--- src/rtl/core/assert_macros.svh ---
// Assertion helpers used by the RTL datapath. The checks sample on clk and are
// disabled while rst_n is low.
`ifndef ASSERT_MACROS_SVH
`define ASSERT_MACROS_SVH

`ifndef SYNTHESIS

`define BRF_ASSERT(name, expr, msg) \
    name: assert property (@(posedge clk) disable iff (!rst_n) (expr)) else $error(msg);

`define BRF_ASSERT_NEXT(name, pre, post, msg) \
    name: assert property (@(posedge clk) disable iff (!rst_n) (pre) |=> (post)) \
        else $error(msg);

`else

`define BRF_ASSERT(name, expr, msg)

`define BRF_ASSERT_NEXT(name, pre, post, msg)

`endif

`endif

--- src/rtl/core/brfd_pkg.sv ---
`timescale 1ns / 1ps

package brfd_pkg;

    localparam int DEPTH = 64;
    localparam int IDX_W = $clog2(DEPTH);
    localparam int CNT_W = 7;

    localparam logic [CNT_W-1:0] CAP_RESET = CNT_W'(DEPTH);

    typedef enum logic [1:0] {
        MODE_WRITE      = 2'd0,
        MODE_READ_LEN   = 2'd1,
        MODE_READ_DELIM = 2'd2,
        MODE_CLEAR      = 2'd3
    } mode_t;

    localparam logic [1:0] STATUS_OK       = 2'd0;
    localparam logic [1:0] STATUS_NO_SPACE = 2'd1;
    localparam logic [1:0] STATUS_NO_DATA  = 2'd2;

    localparam logic [1:0] SEP_KEEP = 2'd0;
    localparam logic [1:0] SEP_ZERO = 2'd1;
    localparam logic [1:0] SEP_EMIT = 2'd2;

    typedef struct packed {
        mode_t            mode;
        logic [7:0]       data_in;
        logic             write_first;
        logic [CNT_W-1:0] length;
        logic             pop_req;
        logic             emit_data;
        logic [7:0]       delimiter;
        logic [1:0]       sep_mode;
    } req_item_t;

    typedef struct packed {
        logic [7:0]       data_out;
        logic             data_valid;
        logic             last;
        logic [1:0]       status;
        logic [CNT_W-1:0] used_count;
        logic [CNT_W-1:0] free_count_out;
    } rsp_item_t;

    typedef enum logic [1:0] {
        ST_IDLE,
        ST_SCAN,
        ST_EMIT
    } fsm_state_t;

    typedef struct packed {
        logic accept;
        logic scan_step;
        logic scan_finish;
        logic emit;
        logic hold;
    } ctrl_cmd_t;

    typedef struct packed {
        logic slot_free;
        logic scan_done;
        logic emit_last;
    } dp_status_t;

    // Advance a ring index by one, wrapping at the configured capacity.
    function automatic logic [IDX_W-1:0] wrap_inc(input logic [IDX_W-1:0] idx,
                                                 input logic [CNT_W-1:0] cap);
        logic [CNT_W-1:0] nxt;
        nxt = CNT_W'(idx) + CNT_W'(1);
        return (nxt >= cap) ? '0 : nxt[IDX_W-1:0];
    endfunction

    // Advance a ring index by amt (amt never exceeds cap).
    function automatic logic [IDX_W-1:0] wrap_add(input logic [IDX_W-1:0] idx,
                                                 input logic [CNT_W-1:0] amt,
                                                 input logic [CNT_W-1:0] cap);
        logic [CNT_W:0] sum;
        sum = (CNT_W+1)'(idx) + (CNT_W+1)'(amt);
        if (sum >= (CNT_W+1)'(cap))
        begin
            sum = sum - (CNT_W+1)'(cap);
        end
        return sum[IDX_W-1:0];
    endfunction

endpackage

--- src/rtl/core/byte_ring_fifo_delimited_read_core.sv ---
`timescale 1ns / 1ps
// Write and clear items can be accepted every cycle while the result register is free; the
// result is registered and shows in the cycle after acceptance.
// A length read is accepted, then emits its results in order (one result if no byte).
// A delimiter read scans one stored byte per cycle through the single memory read port,
// then emits one result per cycle while the output is not stalled.
// Reset (rst_n, asynchronous) empties the ring and sets capacity to 64; bytes are not cleared.

module byte_ring_fifo_delimited_read_core
    import brfd_pkg::*;
(
    input  logic             clk,
    input  logic             rst_n,
    input  logic             cfg_valid,
    output logic             cfg_ready,
    input  logic [CNT_W-1:0] cfg_data,
    input  logic             req_valid,
    output logic             req_stall,
    input  req_item_t        req_item,
    output logic             rsp_valid,
    input  logic             rsp_stall,
    output rsp_item_t        rsp_item
);

    ctrl_cmd_t  cmd;
    dp_status_t st;
    logic       cfg_we;

    assign cfg_ready = 1'b1;
    assign cfg_we    = cfg_valid && cfg_ready;

    brfd_ctrl u_ctrl (
        .clk       (clk),
        .rst_n     (rst_n),
        .req_valid (req_valid),
        .req_mode  (req_item.mode),
        .req_stall (req_stall),
        .st        (st),
        .cmd       (cmd)
    );

    brfd_datapath u_datapath (
        .clk       (clk),
        .rst_n     (rst_n),
        .cfg_we    (cfg_we),
        .cfg_data  (cfg_data),
        .req_item  (req_item),
        .cmd       (cmd),
        .st        (st),
        .rsp_valid (rsp_valid),
        .rsp_stall (rsp_stall),
        .rsp_item  (rsp_item)
    );

endmodule

--- src/rtl/core/brfd_ctrl.sv ---
`timescale 1ns / 1ps

module brfd_ctrl
    import brfd_pkg::*;
(
    input  logic       clk,
    input  logic       rst_n,
    input  logic       req_valid,
    input  mode_t      req_mode,
    output logic       req_stall,
    input  dp_status_t st,
    output ctrl_cmd_t  cmd
);

    fsm_state_t state_reg;
    fsm_state_t state_next;
    logic       take_item;

    assign take_item = (state_reg == ST_IDLE) && st.slot_free && req_valid;

    always_ff @(posedge clk or negedge rst_n)
    begin
        if (!rst_n)
        begin
            state_reg <= ST_IDLE;
        end
        else
        begin
            state_reg <= state_next;
        end
    end

    always_comb
    begin
        state_next = state_reg;
        case (state_reg)
            ST_IDLE:
            begin
                if (take_item && req_mode == MODE_READ_LEN)
                begin
                    state_next = ST_EMIT;
                end
                else if (take_item && req_mode == MODE_READ_DELIM)
                begin
                    state_next = ST_SCAN;
                end
            end
            ST_SCAN:
            begin
                if (st.scan_done)
                begin
                    state_next = ST_EMIT;
                end
            end
            ST_EMIT:
            begin
                if (st.slot_free && st.emit_last)
                begin
                    state_next = ST_IDLE;
                end
            end
            default:
            begin
                state_next = ST_IDLE;
            end
        endcase
    end

    always_comb
    begin
        cmd       = '0;
        req_stall = 1'b1;
        case (state_reg)
            ST_IDLE:
            begin
                // Writes and clears load the result register at acceptance.
                req_stall  = !st.slot_free;
                cmd.accept = take_item;
            end
            ST_SCAN:
            begin
                cmd.scan_step   = !st.scan_done;
                cmd.scan_finish = st.scan_done;
            end
            ST_EMIT:
            begin
                cmd.emit = st.slot_free;
                cmd.hold = !st.slot_free;
            end
            default:
            begin
                cmd = '0;
            end
        endcase
    end

endmodule

--- src/rtl/core/brfd_datapath.sv ---
`timescale 1ns / 1ps
`include "assert_macros.svh"

module brfd_datapath
    import brfd_pkg::*;
(
    input  logic             clk,
    input  logic             rst_n,
    input  logic             cfg_we,
    input  logic [CNT_W-1:0] cfg_data,
    input  req_item_t        req_item,
    input  ctrl_cmd_t        cmd,
    output dp_status_t       st,
    output logic             rsp_valid,
    input  logic             rsp_stall,
    output rsp_item_t        rsp_item
);

    logic [7:0] store_mem [DEPTH];

    logic [CNT_W-1:0] capacity_reg, capacity_next;
    logic [CNT_W-1:0] free_count_reg, free_count_next;
    logic [IDX_W-1:0] wr_idx_reg, wr_idx_next;
    logic [IDX_W-1:0] rd_idx_reg, rd_idx_next;
    logic             rejected_reg, rejected_next;
    logic [CNT_W-1:0] remain_reg, remain_next;
    logic [IDX_W-1:0] cur_reg, cur_next;
    logic [CNT_W-1:0] scan_cnt_reg, scan_cnt_next;
    logic [CNT_W-1:0] emit_n_reg, emit_n_next;
    logic [CNT_W-1:0] emit_k_reg, emit_k_next;
    logic             pop_reg, pop_next;
    logic [7:0]       delim_reg, delim_next;
    logic [1:0]       sep_reg, sep_next;
    logic [1:0]       status_reg, status_next;
    logic             zero_sub_reg, zero_sub_next;
    logic [7:0]       rdata_reg;
    logic             out_valid_reg, out_valid_next;
    rsp_item_t        out_item_reg, out_item_next;

    logic [CNT_W-1:0] used_now;
    logic [CNT_W-1:0] need;
    logic [CNT_W-1:0] take;
    logic             len_over;
    logic             scan_end;
    logic             scan_hit;
    logic             sep_add;
    logic [CNT_W-1:0] hit_n;
    logic             emit_last;
    logic             slot_free;
    logic             store_en;
    logic             out_load;
    logic [7:0]       o_data;
    logic             o_dv;
    logic             o_last;
    logic [1:0]       o_status;
    logic             is_read;
    logic [CNT_W-1:0] cfg_cap;
    logic [CNT_W-1:0] rd_idx_ext;
    logic [CNT_W-1:0] wr_idx_ext;

    assign used_now   = capacity_reg - free_count_reg;
    assign need       = (req_item.length == '0) ? CNT_W'(1) : req_item.length;
    assign len_over   = req_item.length > used_now;
    assign take       = len_over ? used_now : req_item.length;
    assign scan_end   = scan_cnt_reg == used_now;
    assign scan_hit   = !scan_end && (rdata_reg == delim_reg);
    assign sep_add    = (sep_reg == SEP_ZERO) || (sep_reg == SEP_EMIT);
    assign hit_n      = scan_cnt_reg + CNT_W'(sep_add);
    assign emit_last  = (emit_n_reg == '0) || (emit_k_reg == emit_n_reg - CNT_W'(1));
    assign slot_free  = !out_valid_reg || !rsp_stall;
    assign is_read    = (req_item.mode == MODE_READ_LEN) || (req_item.mode == MODE_READ_DELIM);
    assign rd_idx_ext = CNT_W'(rd_idx_reg);
    assign wr_idx_ext = CNT_W'(wr_idx_reg);

    assign st.slot_free = slot_free;
    assign st.scan_done = scan_end || scan_hit;
    assign st.emit_last = emit_last;

    assign rsp_valid = out_valid_reg;
    assign rsp_item  = out_item_reg;

    always_comb
    begin
        if (cfg_data == '0)
        begin
            cfg_cap = CNT_W'(1);
        end
        else if (cfg_data > CAP_RESET)
        begin
            cfg_cap = CAP_RESET;
        end
        else
        begin
            cfg_cap = cfg_data;
        end
    end

    always_comb
    begin
        capacity_next   = capacity_reg;
        free_count_next = free_count_reg;
        wr_idx_next     = wr_idx_reg;
        rd_idx_next     = rd_idx_reg;
        rejected_next   = rejected_reg;
        remain_next     = remain_reg;
        scan_cnt_next   = scan_cnt_reg;
        emit_n_next     = emit_n_reg;
        emit_k_next     = emit_k_reg;
        pop_next        = pop_reg;
        delim_next      = delim_reg;
        sep_next        = sep_reg;
        status_next     = status_reg;
        zero_sub_next   = zero_sub_reg;
        store_en        = 1'b0;
        out_load        = 1'b0;
        o_data          = '0;
        o_dv            = 1'b0;
        o_last          = 1'b1;
        o_status        = STATUS_OK;

        if (cfg_we)
        begin
            capacity_next   = cfg_cap;
            free_count_next = cfg_cap;
            wr_idx_next     = '0;
            rd_idx_next     = '0;
            rejected_next   = 1'b0;
            remain_next     = '0;
        end
        else if (cmd.accept)
        begin
            case (req_item.mode)
                MODE_WRITE:
                begin
                    // The space check for a whole message is made on its first byte.
                    if (req_item.write_first)
                    begin
                        remain_next = need - CNT_W'(1);
                        if (need > free_count_reg)
                        begin
                            rejected_next = 1'b1;
                            o_status      = STATUS_NO_SPACE;
                        end
                        else
                        begin
                            rejected_next = 1'b0;
                            store_en      = 1'b1;
                        end
                    end
                    else if (remain_reg != '0)
                    begin
                        remain_next = remain_reg - CNT_W'(1);
                        if (rejected_reg)
                        begin
                            o_status = STATUS_NO_SPACE;
                        end
                        else if (free_count_reg == '0)
                        begin
                            rejected_next = 1'b1;
                            o_status      = STATUS_NO_SPACE;
                        end
                        else
                        begin
                            store_en = 1'b1;
                        end
                    end
                    if (store_en)
                    begin
                        wr_idx_next     = wrap_inc(wr_idx_reg, capacity_reg);
                        free_count_next = free_count_reg - CNT_W'(1);
                    end
                    out_load = 1'b1;
                end
                MODE_CLEAR:
                begin
                    free_count_next = capacity_reg;
                    wr_idx_next     = '0;
                    rd_idx_next     = '0;
                    rejected_next   = 1'b0;
                    remain_next     = '0;
                    out_load        = 1'b1;
                end
                MODE_READ_LEN:
                begin
                    status_next   = len_over ? STATUS_NO_DATA : STATUS_OK;
                    emit_n_next   = req_item.emit_data ? take : '0;
                    emit_k_next   = '0;
                    zero_sub_next = 1'b0;
                    if (req_item.pop_req)
                    begin
                        free_count_next = free_count_reg + take;
                        rd_idx_next     = wrap_add(rd_idx_reg, take, capacity_reg);
                    end
                end
                MODE_READ_DELIM:
                begin
                    pop_next      = req_item.pop_req;
                    delim_next    = req_item.delimiter;
                    sep_next      = req_item.sep_mode;
                    scan_cnt_next = '0;
                    emit_k_next   = '0;
                end
                default:
                begin
                    out_load = 1'b0;
                end
            endcase
        end
        else if (cmd.scan_step)
        begin
            scan_cnt_next = scan_cnt_reg + CNT_W'(1);
        end
        else if (cmd.scan_finish)
        begin
            emit_k_next = '0;
            if (scan_end)
            begin
                // No separator: everything stored is shown and nothing is popped.
                emit_n_next   = used_now;
                status_next   = STATUS_NO_DATA;
                zero_sub_next = 1'b0;
            end
            else
            begin
                emit_n_next   = hit_n;
                status_next   = STATUS_OK;
                zero_sub_next = sep_reg == SEP_ZERO;
                if (pop_reg)
                begin
                    free_count_next = free_count_reg + hit_n;
                    rd_idx_next     = wrap_add(rd_idx_reg, hit_n, capacity_reg);
                end
            end
        end
        else if (cmd.emit)
        begin
            out_load = 1'b1;
            o_dv     = emit_n_reg != '0;
            o_last   = emit_last;
            o_status = status_reg;
            o_data   = (o_dv && !(emit_last && zero_sub_reg)) ? rdata_reg : '0;
            if (!emit_last)
            begin
                emit_k_next = emit_k_reg + CNT_W'(1);
            end
        end

        out_item_next.data_out       = o_data;
        out_item_next.data_valid     = o_dv;
        out_item_next.last           = o_last;
        out_item_next.status         = o_status;
        out_item_next.used_count     = capacity_next - free_count_next;
        out_item_next.free_count_out = free_count_next;
    end

    // The memory is always read at the next pointer, so rdata_reg holds the
    // byte at cur_reg.
    always_comb
    begin
        if (cmd.scan_step || (cmd.emit && !emit_last))
        begin
            cur_next = wrap_inc(cur_reg, capacity_reg);
        end
        else if (cmd.scan_finish)
        begin
            cur_next = rd_idx_reg;
        end
        else if (cmd.hold || (cmd.accept && is_read))
        begin
            cur_next = cur_reg;
        end
        else
        begin
            cur_next = rd_idx_next;
        end
    end

    assign out_valid_next = out_load || (out_valid_reg && rsp_stall);

    always_ff @(posedge clk or negedge rst_n)
    begin
        if (!rst_n)
        begin
            capacity_reg   <= CAP_RESET;
            free_count_reg <= CAP_RESET;
            wr_idx_reg     <= '0;
            rd_idx_reg     <= '0;
            rejected_reg   <= 1'b0;
            remain_reg     <= '0;
            cur_reg        <= '0;
            scan_cnt_reg   <= '0;
            emit_n_reg     <= '0;
            emit_k_reg     <= '0;
            out_valid_reg  <= 1'b0;
        end
        else
        begin
            capacity_reg   <= capacity_next;
            free_count_reg <= free_count_next;
            wr_idx_reg     <= wr_idx_next;
            rd_idx_reg     <= rd_idx_next;
            rejected_reg   <= rejected_next;
            remain_reg     <= remain_next;
            cur_reg        <= cur_next;
            scan_cnt_reg   <= scan_cnt_next;
            emit_n_reg     <= emit_n_next;
            emit_k_reg     <= emit_k_next;
            out_valid_reg  <= out_valid_next;
        end
    end

    always_ff @(posedge clk)
    begin
        pop_reg      <= pop_next;
        delim_reg    <= delim_next;
        sep_reg      <= sep_next;
        status_reg   <= status_next;
        zero_sub_reg <= zero_sub_next;
        if (out_load)
        begin
            out_item_reg <= out_item_next;
        end
    end

    always_ff @(posedge clk)
    begin
        if (store_en)
        begin
            store_mem[wr_idx_reg] <= req_item.data_in;
        end
        rdata_reg <= store_mem[cur_next];
    end

    `BRF_ASSERT(a_cap_range, capacity_reg != '0 && capacity_reg <= CAP_RESET, "capacity out of range")
    `BRF_ASSERT(a_free_le_cap, free_count_reg <= capacity_reg, "free count exceeds capacity")
    `BRF_ASSERT(a_idx_range, rd_idx_ext < capacity_reg && wr_idx_ext < capacity_reg, "ring index out of range")
    `BRF_ASSERT(a_emit_cnt, (emit_n_reg == '0) ? (emit_k_reg == '0) : (emit_k_reg < emit_n_reg), "emit counter past end")
    `BRF_ASSERT(a_no_overwrite, !out_load || slot_free, "result register overwritten before transfer")
    `BRF_ASSERT_NEXT(a_scan_restart, cmd.scan_finish, cur_reg == rd_idx_ext[IDX_W-1:0] || pop_reg, "emit pointer not restarted")

endmodule
--- config.mk ---
export PLATFORM = sky130hd
export DESIGN_NAME = byte_ring_fifo_delimited_read_core
export DESIGN_NICKNAME = d
export VERILOG_FILES = /design/src/rtl/core/brfd_pkg.sv /design/src/rtl/core/byte_ring_fifo_delimited_read_core.sv /design/src/rtl/core/brfd_ctrl.sv /design/src/rtl/core/brfd_datapath.sv
export VERILOG_INCLUDE_DIRS = /design/src /design/src/rtl/core
export SDC_FILE = /design/constraint.sdc
export NUM_CORES = 1
export LEC_CHECK = 0
export ABC_AREA = 1
export ABC_CLOCK_PERIOD_IN_PS = 15650
export BUFFER_PORTS_ARGS = -buffer_cell sky130_fd_sc_hd__buf_4
export CORE_MARGIN = 1.5
export CORE_UTILIZATION = 45
export CTS_BUF_LIST = sky130_fd_sc_hd__clkbuf_4
export DETAILED_ROUTE_END_ITERATION = 7
export HOLD_SLACK_MARGIN = 0.06
export PLACE_DENSITY = 0.72
export SKIP_LAST_GASP = 1
export SYNTH_ARGS = -nofsm -noshare
export SYNTH_HDL_FRONTEND = slang
export SYNTH_SLANG_ARGS = --single-unit
--- constraint.sdc ---
create_clock -name clk -period 15.65 [get_ports clk]
set_clock_uncertainty 0.2 [all_clocks]
set_input_delay 3.13 -clock clk [delete_from_list [all_inputs] [get_ports clk]]
set_output_delay 3.13 -clock clk [all_outputs]
set_load 0.01 [all_outputs]
==> results.toml <==
[timing]
finalSetupViolations = 0
fmax_mhz = 95.1
slew_viol_final = 0
fin_setup_tns_ps = 0
fin_crit_ps = 10510
tightest_slew_ps = 1350
rsz0062_at_grt = "false"
hold_viol = 0
max_slew_margin_pct = 10.1
whs_ps = 295
finalCritPeriodShare_pct = 67.2
timing.final.ws_setup_ps = 5140

[cells_and_area]
layout.nets = 3536
drive_above_1_share_pct = 11.4
regArea_sq_um = 18300
multi_input_area_sq_um = 10900
fill_cells = 6436
top_register = "u_datapath.store_mem"
utilization_pct = 49.9
area_growth_pct = 9.57
largest_reg_flops = 512

[logic_synthesis]
synth_cells = 3286
yosysWarnings = 0
synthArstFlopShare_pct = 10.3
synth.most_common_cell = "nand3_1"
yosys-top-cells-count = "600 x nand3_1, 572 x nand2_1, 551 x edfxtp_1"
netlist_area_sq_um = 32000
ys.flop_type = "edfxtp_1"
synth_area_leaders = "edfxtp_1 52%, nand3_1 9.4%, nand2_1 6.7%"
syn-num-nets = 3429
synth_area_per_cell_sq_um = 9.74
ys_ff_latch = 623
synth_top_area_cell = "edfxtp_1"
yosysSeqAreaShare_pct = 57.2
synth_edf_count = 551
synth_cell_types = 62
synth_top_cell_area_share_pct = 51.7

[flow_run]
max_cap_viol_count = 0

[floorplan]
die_h_um = 270
fp.dieArea_sq_um = 72700
row_count = 97
die_w_um = 270
start_util_pct = 45.6
num_io_pins = 71
core_area_sq_um = 70300

[route]
via_per_inst = 5.42
wire_per_inst_um = 19.4
wirelength_um = 86500
dr.pass1.iters = 6
drt_iter0_markers = 2503
drc = 0
antenna_left = 0
vias = 24101

[critical_path]
start_kind = "input port"
required_ps = 16250
critPathSlowestCell = "buf_4"
crit_path_end_kind = "flop"
cpMostUsedCell = "nand2_1"
critPathKind = "input port to flop"
slowest_delay_ps = 1000
worstPathArrival_ps = 11110
worstPathMaxFanout = 106

[pwr]
ir_drop_mv = 0.194
power_density_nw_per_um2 = 198
p_leak_uw = 0.0149
power_uw = 6940

[cts]
clock-root-buffer = "clkbuf_4"
htreeDepth = 4
clk_latency_ps = 950
clockBufferDepth = 3
cts_made_buffers = 166
clkSinkCount = 623
cts_resized = 0
cts_setup_buffers = 0
tritoncts = "built"
cts_hold_buf = 0
clkTransAtPathRegs_ps = 60

[status]
status = "completed"

[grt]
grt_use_total_pct = 23.7
grt_pass1_wl_um = 133000
grt_pass1_vias = 23222
grt_max_degree = 210
antenna_found_initial = 2
globalRouteOverflowTotal = 0

[placement]
dp_worst_setup_slack_ps = 4340
io_buffer_count = 69
dpl.hpwl_um = 52900
gp_congestion = 0.963

[hold_path]
worstHoldPathType = "flop to flop"
## power breakdown
group | switching (uW) | leakage, uW | internal, uW
Combinational | 2460 | 0.00779 | 1050
Sequential | 104 | 0.00583 | 1900
Clock | 692 | 0.00124 | 726
## cell usage in the layout (no fill, tap or decap), types with 10 or more instances in the layout
| master | n |
|---|---|
| nand2_1 | 571 |
| nand2_2 | 11 |
| edfxtp_1 | 551 |
| clkbuf_4 | 247 |
| nand4_1 | 20 |
| buf_4 | 85 |
| xnor2_1 | 23 |
| nor2_1 | 171 |
| a21oi_1 | 96 |
| o211ai_1 | 17 |
| inv_1 | 517 |
| inv_2 | 10 |
| dfrtp_1 | 62 |
| clkinv_1 | 24 |
| xor2_1 | 30 |
| ha_1 | 93 |
| o21ai_0 | 70 |
| nand3_1 | 600 |
| nor3_1 | 18 |
| nand3b_1 | 164 |
## final timing paths
kind,from,end,slack (ps),cells after the start
worst min register to register,u_datapath.rejected_reg,u_datapath.rejected_reg,290,2
worst min-delay path,u_datapath.rejected_reg,u_datapath.rejected_reg,290,2
min in group asynchronous,rst_n,u_datapath.capacity_reg[1],2130,1
max in group asynchronous,rst_n,u_datapath.cur_reg[1],12480,1
worst max-delay path,req_item[14],u_datapath.rdata_reg[1],5140,43
worst max register to register,u_datapath.free_count_reg[1],u_datapath.rdata_reg[1],5730,44
## worst max-delay path: cells and delay by family
kind / cells / cell delay [ps]
adder cells (fa/ha/maj): 4 / 1370
XOR/XNOR: 1 / 150
AND/OR/NAND/NOR: 29 / 3390
buffers and inverters: 4 / 1910
AO/OA/AOI/OAI: 5 / 1020
## area by class of cell
| cell class | count | area share [%] |
|---|---|---|
| Antenna cell | 2 | 0.0143 |
| Clock buffer | 247 | 5.29 |
| Clock inverter | 36 | 0.642 |
| Inverter | 530 | 5.67 |
| Multi-Input combinational cell | 1986 | 31.0 |
| Sequential cell | 623 | 52.2 |
| Tap cell | 940 | 3.35 |
| Timing Repair Buffer | 86 | 1.88 |
## metrics by stage
stage / std cells / cell area [sq um]
finish: 4450 / 35100
global route: 4450 / 35100
floorplan: 3286 / 32000
CTS: 4448 / 35100
detailed placement: 4165 / 33000
global placement: 4165 / 33000
## metal layers
layer  wire length [um]  up-vias  track usage [%]
li1                   -    11417                -
met1              35400    11343             31.1
met2              40100     1115             37.0
met3               7590      226             5.45
met4               3480        0             11.7
met5                  0        -                0
## cell families after synthesis
family                   Yosys count  synth area share (%)
multiplexers                       2                0.0625
flip-flops                       623                  57.2
adder cells (fa/ha/maj)          101                  4.14
other                              1                0.0117
AO/OA/AOI/OAI                    247                  4.52
XOR/XNOR                          54                  1.50
AND/OR/NAND/NOR                 1581                  23.5
buffers and inverters            677                  9.08
No activity file was read; power rests on OpenSTA's default activity.
